<file path="src/hdl/ssid_pkg.sv">
// ============================================================================
// Sorted set package
// Shared sizes, codes and cell command types for the sorted set store.
// ============================================================================
package ssid_pkg;

	// Store size and derived widths.
	localparam int CAPACITY    = 16;
	localparam int CNT_W       = $clog2(CAPACITY + 1);
	localparam int DATA_W      = 32;
	localparam int OUT_TDATA_W = ((2 * CNT_W + 7) / 8) * 8;

	// Operation codes carried on the input tuser.
	typedef enum logic {
		OP_INSERT = 1'b0,
		OP_DELETE = 1'b1
	} op_t;

	// Result status codes carried on the output tuser.
	typedef enum logic [1:0] {
		ST_DONE = 2'd0,
		ST_DUP  = 2'd1,
		ST_MISS = 2'd2,
		ST_FULL = 2'd3
	} status_t;

	// Sequencer states.
	typedef enum logic [1:0] {
		S_IDLE,
		S_CMP,
		S_DEC,
		S_UPD
	} state_t;

	// Command broadcast from the controller to every cell.
	typedef struct packed {
		logic              compare;
		logic              ins;
		logic              del;
		logic              descending;
		logic [DATA_W-1:0] value;
	} cell_cmd_t;

endpackage

</file>
<file path="src/hdl/ssid_cell.sv">
// ============================================================================
// Sorted set cell
// Holds one entry, compares it against the broadcast value and shifts it
// toward a neighbor on insert or delete.
// ============================================================================
module ssid_cell
	import ssid_pkg::*;
(
	input  logic              clk,
	input  logic              arst_n,
	input  cell_cmd_t         cmd,
	input  logic              occupied,   // entry index is below the count
	input  logic [DATA_W-1:0] left_entry,
	input  logic [DATA_W-1:0] right_entry,
	input  logic              seen_in,    // a failing cell exists to the left
	output logic              seen_out,
	output logic              at_pos,
	output logic              match,
	output logic [DATA_W-1:0] entry
);

	logic [DATA_W-1:0] entry_q;
	logic              fail_s1;
	logic              eq_s1;
	logic              ahead;

	// The stored entry comes strictly before the value in the chosen order.
	always_comb begin
		if (cmd.descending) begin
			ahead = $signed(entry_q) > $signed(cmd.value);
		end else begin
			ahead = $signed(entry_q) < $signed(cmd.value);
		end
	end

	// Compare flags; an unoccupied cell always fails, which caps the position
	// at the count.
	always_ff @(posedge clk or negedge arst_n) begin
		if (!arst_n) begin
			fail_s1 <= 1'b0;
			eq_s1   <= 1'b0;
		end else if (cmd.compare) begin
			fail_s1 <= !occupied || !ahead;
			eq_s1   <= occupied && (entry_q == cmd.value);
		end
	end

	// Priority chain: the first failing cell marks the position.
	assign seen_out = seen_in | fail_s1;
	assign at_pos   = fail_s1 & !seen_in;
	assign match    = at_pos & eq_s1;

	// Shift up on insert, shift down on delete.
	always_ff @(posedge clk) begin
		if (cmd.ins) begin
			if (seen_in) begin
				entry_q <= left_entry;
			end else if (fail_s1) begin
				entry_q <= cmd.value;
			end
		end else if (cmd.del && seen_out) begin
			entry_q <= right_entry;
		end
	end

	assign entry = entry_q;

endmodule

</file>
<file path="src/hdl/ssid_ctrl.sv">
// ============================================================================
// Sorted set controller
// Runs the handshakes, sequences compare, decide and update, keeps the count
// and holds the result word.
// ============================================================================
module ssid_ctrl
	import ssid_pkg::*;
(
	input  logic                   clk,
	input  logic                   arst_n,
	// Input stream.
	input  logic                   s_tvalid,
	output logic                   s_tready,
	input  logic [DATA_W-1:0]      s_tdata,
	input  logic                   s_tuser,
	// Output stream.
	output logic                   m_tvalid,
	input  logic                   m_tready,
	output logic [OUT_TDATA_W-1:0] m_tdata,
	output logic [1:0]             m_tuser,
	// Configuration write.
	input  logic                   cfg_valid,
	output logic                   cfg_ready,
	input  logic                   cfg_data,
	// Cell row.
	input  logic [CAPACITY-1:0]    at_pos,
	input  logic [CAPACITY-1:0]    match,
	output logic [CAPACITY-1:0]    occupied,
	output cell_cmd_t              cmd
);

	state_t            state_q, state_d;
	logic              order_q;
	op_t               op_q;
	logic [DATA_W-1:0] value_q;
	logic [CNT_W-1:0]  count_q;
	logic [CNT_W-1:0]  pos_q;
	status_t           status_q;
	logic              ins_q;
	logic              del_q;
	logic              m_valid_q;
	logic [CNT_W-1:0]  out_pos_q;
	logic [CNT_W-1:0]  out_count_q;
	status_t           out_status_q;

	logic              found;
	logic              any_at;
	logic [CNT_W-1:0]  pos_enc;
	logic              out_free;
	logic              accept;
	logic              commit;

	assign cfg_ready = 1'b1;
	assign s_tready  = (state_q == S_IDLE);
	assign accept    = s_tvalid && s_tready;
	assign out_free  = !m_valid_q || m_tready;
	assign commit    = (state_q == S_UPD) && out_free;

	// Occupancy of each cell from the count.
	always_comb begin
		for (int i = 0; i < CAPACITY; i++) begin
			occupied[i] = CNT_W'(i) < count_q;
		end
	end

	// Position from the one-hot marker; no marker means every slot is before.
	always_comb begin
		found   = |match;
		any_at  = |at_pos;
		pos_enc = '0;
		for (int i = 0; i < CAPACITY; i++) begin
			if (at_pos[i]) begin
				pos_enc = pos_enc | CNT_W'(i);
			end
		end
		if (!any_at) begin
			pos_enc = CNT_W'(CAPACITY);
		end
	end

	// Next state and cell commands.
	always_comb begin
		state_d        = state_q;
		cmd.compare    = 1'b0;
		cmd.ins        = 1'b0;
		cmd.del        = 1'b0;
		cmd.descending = order_q;
		cmd.value      = value_q;
		case (state_q)
			S_IDLE: begin
				if (accept) begin
					state_d = S_CMP;
				end
			end
			S_CMP: begin
				cmd.compare = 1'b1;
				state_d     = S_DEC;
			end
			S_DEC: begin
				state_d = S_UPD;
			end
			S_UPD: begin
				if (out_free) begin
					cmd.ins = ins_q;
					cmd.del = del_q;
					state_d = S_IDLE;
				end
			end
			default: begin
				state_d = S_IDLE;
			end
		endcase
	end

	always_ff @(posedge clk or negedge arst_n) begin
		if (!arst_n) begin
			state_q <= S_IDLE;
		end else begin
			state_q <= state_d;
		end
	end

	// Order register.
	always_ff @(posedge clk or negedge arst_n) begin
		if (!arst_n) begin
			order_q <= 1'b0;
		end else if (cfg_valid && cfg_ready) begin
			order_q <= cfg_data;
		end
	end

	// Input word capture.
	always_ff @(posedge clk) begin
		if (accept) begin
			op_q    <= op_t'(s_tuser);
			value_q <= s_tdata;
		end
	end

	// Decision from the cell flags.
	always_ff @(posedge clk or negedge arst_n) begin
		if (!arst_n) begin
			ins_q    <= 1'b0;
			del_q    <= 1'b0;
			pos_q    <= '0;
			status_q <= ST_DONE;
		end else if (state_q == S_DEC) begin
			pos_q <= pos_enc;
			ins_q <= 1'b0;
			del_q <= 1'b0;
			if (op_q == OP_INSERT) begin
				if (found) begin
					status_q <= ST_DUP;
				end else if (count_q == CNT_W'(CAPACITY)) begin
					status_q <= ST_FULL;
				end else begin
					status_q <= ST_DONE;
					ins_q    <= 1'b1;
				end
			end else begin
				if (!found) begin
					status_q <= ST_MISS;
				end else begin
					status_q <= ST_DONE;
					del_q    <= 1'b1;
				end
			end
		end
	end

	// Count update at commit.
	always_ff @(posedge clk or negedge arst_n) begin
		if (!arst_n) begin
			count_q <= '0;
		end else if (commit) begin
			if (ins_q) begin
				count_q <= count_q + CNT_W'(1);
			end else if (del_q) begin
				count_q <= count_q - CNT_W'(1);
			end
		end
	end

	// Output register; it frees the sequencer while a result waits.
	always_ff @(posedge clk or negedge arst_n) begin
		if (!arst_n) begin
			m_valid_q <= 1'b0;
		end else if (commit) begin
			m_valid_q <= 1'b1;
		end else if (m_tready) begin
			m_valid_q <= 1'b0;
		end
	end

	always_ff @(posedge clk) begin
		if (commit) begin
			out_pos_q    <= pos_q;
			out_status_q <= status_q;
			if (ins_q) begin
				out_count_q <= count_q + CNT_W'(1);
			end else if (del_q) begin
				out_count_q <= count_q - CNT_W'(1);
			end else begin
				out_count_q <= count_q;
			end
		end
	end

	assign m_tvalid = m_valid_q;
	assign m_tuser  = out_status_q;
	assign m_tdata  = {{(OUT_TDATA_W - 2 * CNT_W){1'b0}}, out_count_q, out_pos_q};

endmodule

</file>
<file path="src/hdl/sorted_set_insert_delete.sv">
// ============================================================================
// Sorted set store
// Keeps up to CAPACITY distinct signed 32-bit values in sorted order and
// serves insert and delete requests.
// ============================================================================
// Each input word passes through these steps in order: the block accepts it,
// every cell compares its entry with the value, the priority chain across
// the cell row picks the position and the status, and the cells shift and
// the result word is loaded. The next word is accepted in the cycle after
// that, so a new word is taken only once the last one is through. The
// result sits in an output register, so a new word
// is taken while an earlier result waits; the update stalls only when a
// second result would overwrite one that has not been taken. The order bit
// may be written only while the block is idle; stored values are not
// re-sorted when it changes.
module sorted_set_insert_delete
	import ssid_pkg::*;
(
	input  logic                   clk,
	input  logic                   arst_n,
	input  logic                   s_tvalid,
	output logic                   s_tready,
	input  logic [DATA_W-1:0]      s_tdata,  // value [31:0]
	input  logic                   s_tuser,  // operation [0]
	output logic                   m_tvalid,
	input  logic                   m_tready,
	output logic [OUT_TDATA_W-1:0] m_tdata,  // position [4:0], count [9:5]
	output logic [1:0]             m_tuser,  // status [1:0]
	input  logic                   cfg_valid,
	output logic                   cfg_ready,
	input  logic                   cfg_data  // order_descending
);

	cell_cmd_t           cmd;
	logic [CAPACITY-1:0] occupied;
	logic [CAPACITY-1:0] at_pos;
	logic [CAPACITY-1:0] match;
	logic [CAPACITY:0]   seen;
	logic [DATA_W-1:0]   entry [CAPACITY];

	ssid_ctrl u_ctrl (
		.clk       (clk),
		.arst_n    (arst_n),
		.s_tvalid  (s_tvalid),
		.s_tready  (s_tready),
		.s_tdata   (s_tdata),
		.s_tuser   (s_tuser),
		.m_tvalid  (m_tvalid),
		.m_tready  (m_tready),
		.m_tdata   (m_tdata),
		.m_tuser   (m_tuser),
		.cfg_valid (cfg_valid),
		.cfg_ready (cfg_ready),
		.cfg_data  (cfg_data),
		.at_pos    (at_pos),
		.match     (match),
		.occupied  (occupied),
		.cmd       (cmd)
	);

	// Row of cells; the chain starts with nothing seen.
	assign seen[0] = 1'b0;

	for (genvar i = 0; i < CAPACITY; i++) begin : g_cell
		logic [DATA_W-1:0] left_w;
		logic [DATA_W-1:0] right_w;

		if (i == 0) begin : g_first
			assign left_w = cmd.value;
		end else begin : g_inner_l
			assign left_w = entry[i-1];
		end

		if (i == CAPACITY - 1) begin : g_last
			assign right_w = entry[i];
		end else begin : g_inner_r
			assign right_w = entry[i+1];
		end

		ssid_cell u_cell (
			.clk         (clk),
			.arst_n      (arst_n),
			.cmd         (cmd),
			.occupied    (occupied[i]),
			.left_entry  (left_w),
			.right_entry (right_w),
			.seen_in     (seen[i]),
			.seen_out    (seen[i+1]),
			.at_pos      (at_pos[i]),
			.match       (match[i]),
			.entry       (entry[i])
		);
	end

endmodule

</file>
<file path="config.mk">
export PLATFORM = sky130hd
export DESIGN_NAME = sorted_set_insert_delete
export DESIGN_NICKNAME = d
export VERILOG_FILES = /design/src/hdl/ssid_pkg.sv /design/src/hdl/ssid_cell.sv /design/src/hdl/ssid_ctrl.sv /design/src/hdl/sorted_set_insert_delete.sv
export SDC_FILE = /design/constraint.sdc
export NUM_CORES = 2
export LEC_CHECK = 0
export BUFFER_PORTS_ARGS = -buffer_cell sky130_fd_sc_hd__buf_2
export CAP_MARGIN = 30
export CORE_ASPECT_RATIO = 1.2
export CORE_MARGIN = 2
export CORE_UTILIZATION = 45
export CTS_CLUSTER_DIAMETER = 50
export DETAILED_ROUTE_END_ITERATION = 10
export SYNTH_ARGS = -nofsm -noshare
export SYNTH_HDL_FRONTEND = slang
export SYNTH_SLANG_ARGS = --single-unit
</file>
<file path="constraint.sdc">
create_clock -name clk -period 8.5 [get_ports clk]
set_input_delay 0.425 -clock clk [delete_from_list [all_inputs] [get_ports clk]]
set_output_delay 0.425 -clock clk [all_outputs]
set_load 0.005 [all_outputs]
</file>
* After elaboration in Yosys (flattened, before gate mapping)
Index checks and enable logic that the tools add are counted.
** Word-level totals
- Register bits :: 607
- Output and inout port bits :: 21
- Logic and storage cells :: 440
** Operators by class
- Add/subtract/negate cells :: 2
- Order comparisons :: 48
- Eq/ne operators :: 37
- Multiplexer cells :: 112
- Bitwise logic cells :: 45
- Reduce and logical (&&, ||, !) cells :: 135
** Operators with widths (number)
- 2-to-1 mux 32 bit :: 61
- equality test 32 bit :: 16
- greater-than comparator 32 bit :: 16
- < comparator 32 bit :: 16
- logical NOT 1 bit :: 48
- != test 3 x 1 -> 1 bit (second input constant) :: 14
- < comparator 4 x 5 -> 1 bit (first input constant) :: 8
- AND reduction 2 bit :: 17
- nonzero test 2 bit :: 17
- logical AND 1 bit :: 33
- 2-to-1 mux 4 bit :: 8
- OR reduction 16 bit :: 2
- bitwise AND 1 bit :: 31
- 2-to-1 mux 1 bit :: 25
- < comparator 3 x 5 -> 1 bit (first input constant) :: 4
- 2-to-1 mux 2 bit :: 10
- logical OR 1 bit :: 17
- 2-to-1 mux 5 bit :: 3
- bitwise OR 1 bit :: 14
- 2-to-1 mux 3 bit :: 4
- < comparator 1 x 5 -> 1 bit (first input constant) :: 2
- < comparator 2 x 5 -> 1 bit (first input constant) :: 2
- one-hot mux 2 bit (4 select lines) :: 1
- adder 5 x 1 -> 5 bit (second input constant) :: 1
- 7 further kinds :: 9

* Longest topological paths before layout
- Depth after elaboration :: 20
- Mapped depth :: 11
- Gate-level depth less buffers :: 10

* Modules after synthesis
Synthesis repeated with hierarchy kept, for this count alone.
** Second synthesis, totals
- Cells, all modules :: 4451
- Area total of the unflattened synthesis :: 43250.2 sq um
** By module, submodules not included
- ssid_cell :: times used 16, cells an instance 266, area an instance 2537.4 sq um, sequential area each 1011.0 sq um
- ssid_ctrl :: times used 1, cells an instance 194, area an instance 2647.5 sq um, sequential area each 1801.7 sq um
- sorted_set_insert_delete :: times used 1, cells an instance 1, area an instance 3.8 sq um, sequential area each 0.0 sq um

* Worst setup path before layout
No wires, ideal clock.
- Path kind :: register to register
- Start point :: register g_cell[3].u_cell.fail_s1
- End point :: register g_cell[11].u_cell.entry_q[0] (enable)
- Arrival :: 3226 ps
- Slack :: 4849 ps
- Cell stages (with the launch flop) :: 10
- Buffers on the path :: 5
- Path through :: dfrtp_1 > clkbuf_1 > nor3_2 > nand3_1 > buf_2 > or2_1 > buf_2 > buf_1 > clkbuf_1 > nor2b_1
** Between the ends
- Cells in the longest elaborated chain, start to end :: 12
- Elaborated cells on any way between the ends :: 13
** RTL lines
- start: declaration :: line ssid_cell.sv:23 : logic fail_s1;
- start signal: assignment :: line ssid_cell.sv:43 : fail_s1 <= !occupied || !ahead;
- bitwise OR 1 bit * (8 in series) :: line ssid_cell.sv:49 : assign seen_out = seen_in | fail_s1;
- bitwise OR 1 bit :: line ssid_cell.sv:49
- logical AND 1 bit :: line ssid_cell.sv:61 : end else if (cmd.del && seen_out) begin
- nonzero test 2 bit (no line)
- AND reduction 2 bit (no line) *
- end signal: assignment :: line ssid_cell.sv:57 : entry_q <= left_entry;
- end signal: assignment :: line ssid_cell.sv:59 : entry_q <= cmd.value;
- end signal: assignment :: line ssid_cell.sv:62 : entry_q <= right_entry;
- end: declaration :: line ssid_cell.sv:22 : logic [DATA_W-1:0] entry_q;
Every way passes the cells marked *; elsewhere a longest branch is shown, timed or not.
A chain may end at the register's enable or synchronous reset.

* Worst setup path in the final report
- Start point :: register u_ctrl.value_q[23]
- End point :: register g_cell[3].u_cell.fail_s1
** Between the ends
- Cells in the longest elaborated chain, start to end :: 4
- Elaborated cells on any way between the ends :: 5
** RTL lines
- start: declaration :: line ssid_ctrl.sv:35 : logic [DATA_W-1:0] value_q;
- start signal: assignment :: line ssid_ctrl.sv:136 : value_q <= s_tdata;
- < comparator 32 bit or greater-than comparator 32 bit (tied branches) :: line ssid_cell.sv:32, ssid_cell.sv:30
- 2-to-1 mux 1 bit * :: line ssid_cell.sv:29 : if (cmd.descending) begin
- logical NOT 1 bit * :: line ssid_cell.sv:43
- logical OR 1 bit * :: line ssid_cell.sv:43
Marked as above.

==> results.md <==
* completed — outcome
* 40800 µm² — Syn Std Cell Area
* 0.0158 ns — Worst Skew
* 0 — DR DRC count
* 76 — library cells used by synthesis
* primary input to flop — class of the worst hold path
* flop — startpoint type of the worst setup path
* 188000 µm — wire length of the first global-routing pass
* 31.9k — overall via count from detail_route
* 607 — Sink Count
* 90400 µm² — Core Region
* 2745 — violation count after the first detailed-route iteration
* 0 — number of slew-limit violations in the final report
* 279 µm — Die W
* 334 µm — Die Y
* 28.4% — Slew HR
* inv_1, ha_1, inv_1, nor4_1, nand4_1, a21oi_1, a2111oi_0, mux2i_1, mux2i_1, a21oi_1 — CP Cell Sequence
* flop — Worst Setup End Kind
* edfxtp_1 — flip-flop cell with the highest count after synthesis
* 1.07 ns — Tightest Pin Transition
* 5 — drt pass-1 iters
* 121 — number of cell rows
* 26.1% — total track usage
* 0 — number of routed nets with antenna violations
* 9.12% — fraction of layout instances using a drive strength above 1
* 0 — number of maximum-capacitance violations
* 5.96 — vias per std cell
* no — RSZ-0062 raised after global routing
* 92 — number of buffers added by the clock tree synthesis step
* 0.67 ns — later-pin clock latency in the skew report
* 44.0% — post-synthesis sequential area ratio
* 244 MHz — peak clock frequency supported by timing
* 3 — CTS max path bufs
* 31.0k — number of global-route vias before repair
* 3 — H-tree depth reported by CTS
* built — clock tree from TritonCTS
* 0 — total congestion overflow after global routing
* 23.0 µm — DR WL/cell
* 10.0 µm² — Post-Syn Area per Cell
* 60 — I/O pin cnt
* 4.55 ns — placement-stage worst setup slack
* 607 — flip-flop and latch count after synthesis
* 19.1 nW — Static Leak
* 557 — number of enable flip-flop cells after synthesis
* 41.0% — area share of the largest cell type after synthesis
* flop to flop — category of the critical setup timing path
* 4672 — Post-layout nets
* 45.2% — initial core utilization
* 0 — final number of setup-violating endpoints
* 0.71 ns — Critical Path Max Stage Delay
* 265 — largest net degree at the start of global routing
* 0.05 ns — clock transition at the registers of the reported paths
* 275 nW/µm² — total power density per cell area
* 2 — number of antenna violations at the first check in global routing
* 0 — number of buffers added for setup after CTS
* 4.40 ns — post-route worst setup slack
* 9.05 ns — required time of the worst setup path
* 0 ns — Total Negative Setup Slacks
* 0.921 — weighted congestion reported at the end of routability-driven placement
* 5146 — placed cell count
* 123000 µm — WL final
* 93200 µm² — full die area
* 48.3% — final worst path period share
* 21 — highest net fanout along the worst path
* edfxtp_1 (41%), ha_1 (16%), mux2i_1 (8.3%) — largest cells by area after synthesis
* 4070 — count of mapped cells out of synthesis
* 5358 — count of non-filler cells in the finished layout
* edfxtp_1 — cell type with the highest aggregate area in the netlist
* 0.146 mV — peak ir drop on the vdd network
* clkbuf_16 — root buffer cell
* 51.1% — post-layout utilization of the core
* 8.24% — Synth async-reset ratio
* 0 — Synth warnings
* nor4_1 — Crit-path slowest cell
* 52 — buffers added on ports
* 13.1% — layout overhead on the synthesized area
* 0 — Hold Violations, Final
* 4.10 ns — minimum clock period after layout
* 4.65 ns — Data arrival, critical path
* 88600 µm — sum of net half-perimeters after detailed placement
[cell type report]
cell class / count / area, µm²
Clock inverter: 55 / 626
Tap cell: 1168 / 1460
Timing Repair Buffer: 178 / 1500
Multi-Input combinational cell: 3130 / 21700
Inverter: 104 / 390
Clock buffer: 115 / 2550
Fill cell: 8240 / 44200
Sequential cell: 607 / 18000
Antenna cell: 1 / 2.50
[cells in the final DEF, fill, tap and decap left out, drive strengths merged, types with 7 or more instances in the layout]
cell,n
o22ai,14
o21ai,575
nand4,118
dlygate4sd3,36
a21o,66
a211o,14
clkbuf,116
a211oi,31
nand2b,18
mux2i,339
inv,114
bufinv,9
o21a,14
dfrtp,50
mux2,40
conb,7
nand3,48
a21oi,287
o211ai,18
nor4,21
nor2b,25
nor2,239
a2111oi,10
clkinv,26
buf,141
edfxtp,557
ha,520
nand2,582
nor3,33
o221ai,8
clkinvlp,10
a31oi,16
[registers in the layout, indices dropped and copies added, names as in the netlist, 2 cells and up]
name,cells
g_cell.u_cell.entry,512
u_ctrl.pos_q,5
u_ctrl.status_q,2
u_ctrl.value_q,32
u_ctrl.state_q,2
g_cell.u_cell.fail_s1,16
u_ctrl.count_q,5
u_ctrl.out_pos_q,5
u_ctrl.out_count_q,5
g_cell.u_cell.eq_s1,16
u_ctrl.m_tuser,2
[synth_stat cells, types with 6 or more instances]
cell / count
nand2_1: 582
edfxtp_1: 557
nand3_1: 48
a2111oi_0: 9
buf_2: 20
nand2b_1: 18
mux2_2: 39
inv_1: 103
a211oi_1: 31
nor4_1: 20
a21o_1: 66
nor2b_1: 25
nor2_1: 236
o21ai_0: 567
o21ai_1: 8
buf_4: 11
o211ai_1: 18
a31oi_1: 16
a21oi_1: 287
mux2i_1: 339
o22ai_1: 14
a211o_1: 14
buf_1: 9
nor3_1: 31
o21a_1: 14
clkbuf_1: 188
o21bai_1: 6
ha_1: 520
dfrtp_1: 50
o221ai_1: 8
nand4_1: 118
buf_6: 6
[kinds of logic after synthesis]
group                      after synthesis  synth area share (%)
AOI/OAI and AO/OA                     1099                  15.1
adders and majority gates              520                  15.9
muxes                                  379                  9.41
DFF                                    607                  44.0
buffers and inverters                  338                  3.38
other                                    2                0.0184
xor gates and xnor gates                 8                 0.172
and+or+nand+nor                       1117                  12.0
[path summary, 6_finish.rpt]
| path | start | slack (ns) | endpoint | cells after the start |
|---|---|---|---|---|
| max | u_ctrl.value_q[23]$_DFFE_PP_ | 4.40 | g_cell[3].u_cell.fail_s1$_DFFE_PN0N_ | 10 |
| min | m_tready | 0.06 | u_ctrl.m_tvalid$_DFFE_PN0P_ | 3 |
| max reg2reg | u_ctrl.value_q[23]$_DFFE_PP_ | 4.40 | g_cell[3].u_cell.fail_s1$_DFFE_PN0N_ | 10 |
| min reg2reg | u_ctrl.pos_q[3]$_DFFE_PN0P_ | 0.45 | u_ctrl.out_pos_q[3]$_DFFE_PP_ | 0 |
| max in group asynchronous | arst_n | 7.40 | g_cell[0].u_cell.fail_s1$_DFFE_PN0N_ | 3 |
| min in group asynchronous | arst_n | 0.47 | u_ctrl.pos_q[2]$_DFFE_PN0P_ | 3 |
[stage by stage]
stage / power [mW] / hold WS (ns) / area, µm²
global placement: 8.57 / 0.431 / 42400
CTS: 12.7 / 0.0389 / 46100
global route: 13.4 / 0.0679 / 46200
detailed placement: 8.71 / 0.436 / 42600
finish: 12.7 / 0.0613 / 46200
floorplan: 7.24 / 0.129 / 40900
[worst max-delay path, delay by kind of cell (launching register included)]
kind | cells | cell delay, ns
compound gates | 3 | 0.61
flops | 1 | 0.64
mux | 2 | 0.64
buf+inv | 2 | 0.56
simple gates | 2 | 1.05
fa+ha+maj | 1 | 0.47
[report_power, final]
part	switching, mW	internal, mW	leakage (nW)
sequential	0.608	4.17	5.67
clock	1.53	2.42	1.53
combinational	2.53	1.44	11.9
total	4.67	8.03	19.1
[metal layers]
metal | up-vias | share of wire (%) | track usage [%]
li1 | 15300 | - | -
met2 | 924 | 48 | 43.3
met3 | 183 | 5.7 | 3.42
met4 | 0 | 2.6 | 7.80
met1 | 15527 | 44 | 35.6
met5 | - | 0 | 0
[what timing repair did]
item,4_1_cts,5_1_grt
hold endpoints to repair,84,0
hold buffers,36,0
gates resized for setup,0,0
setup endpoints to repair,0,0
Note: power is estimated with default switching activity, not from simulation.
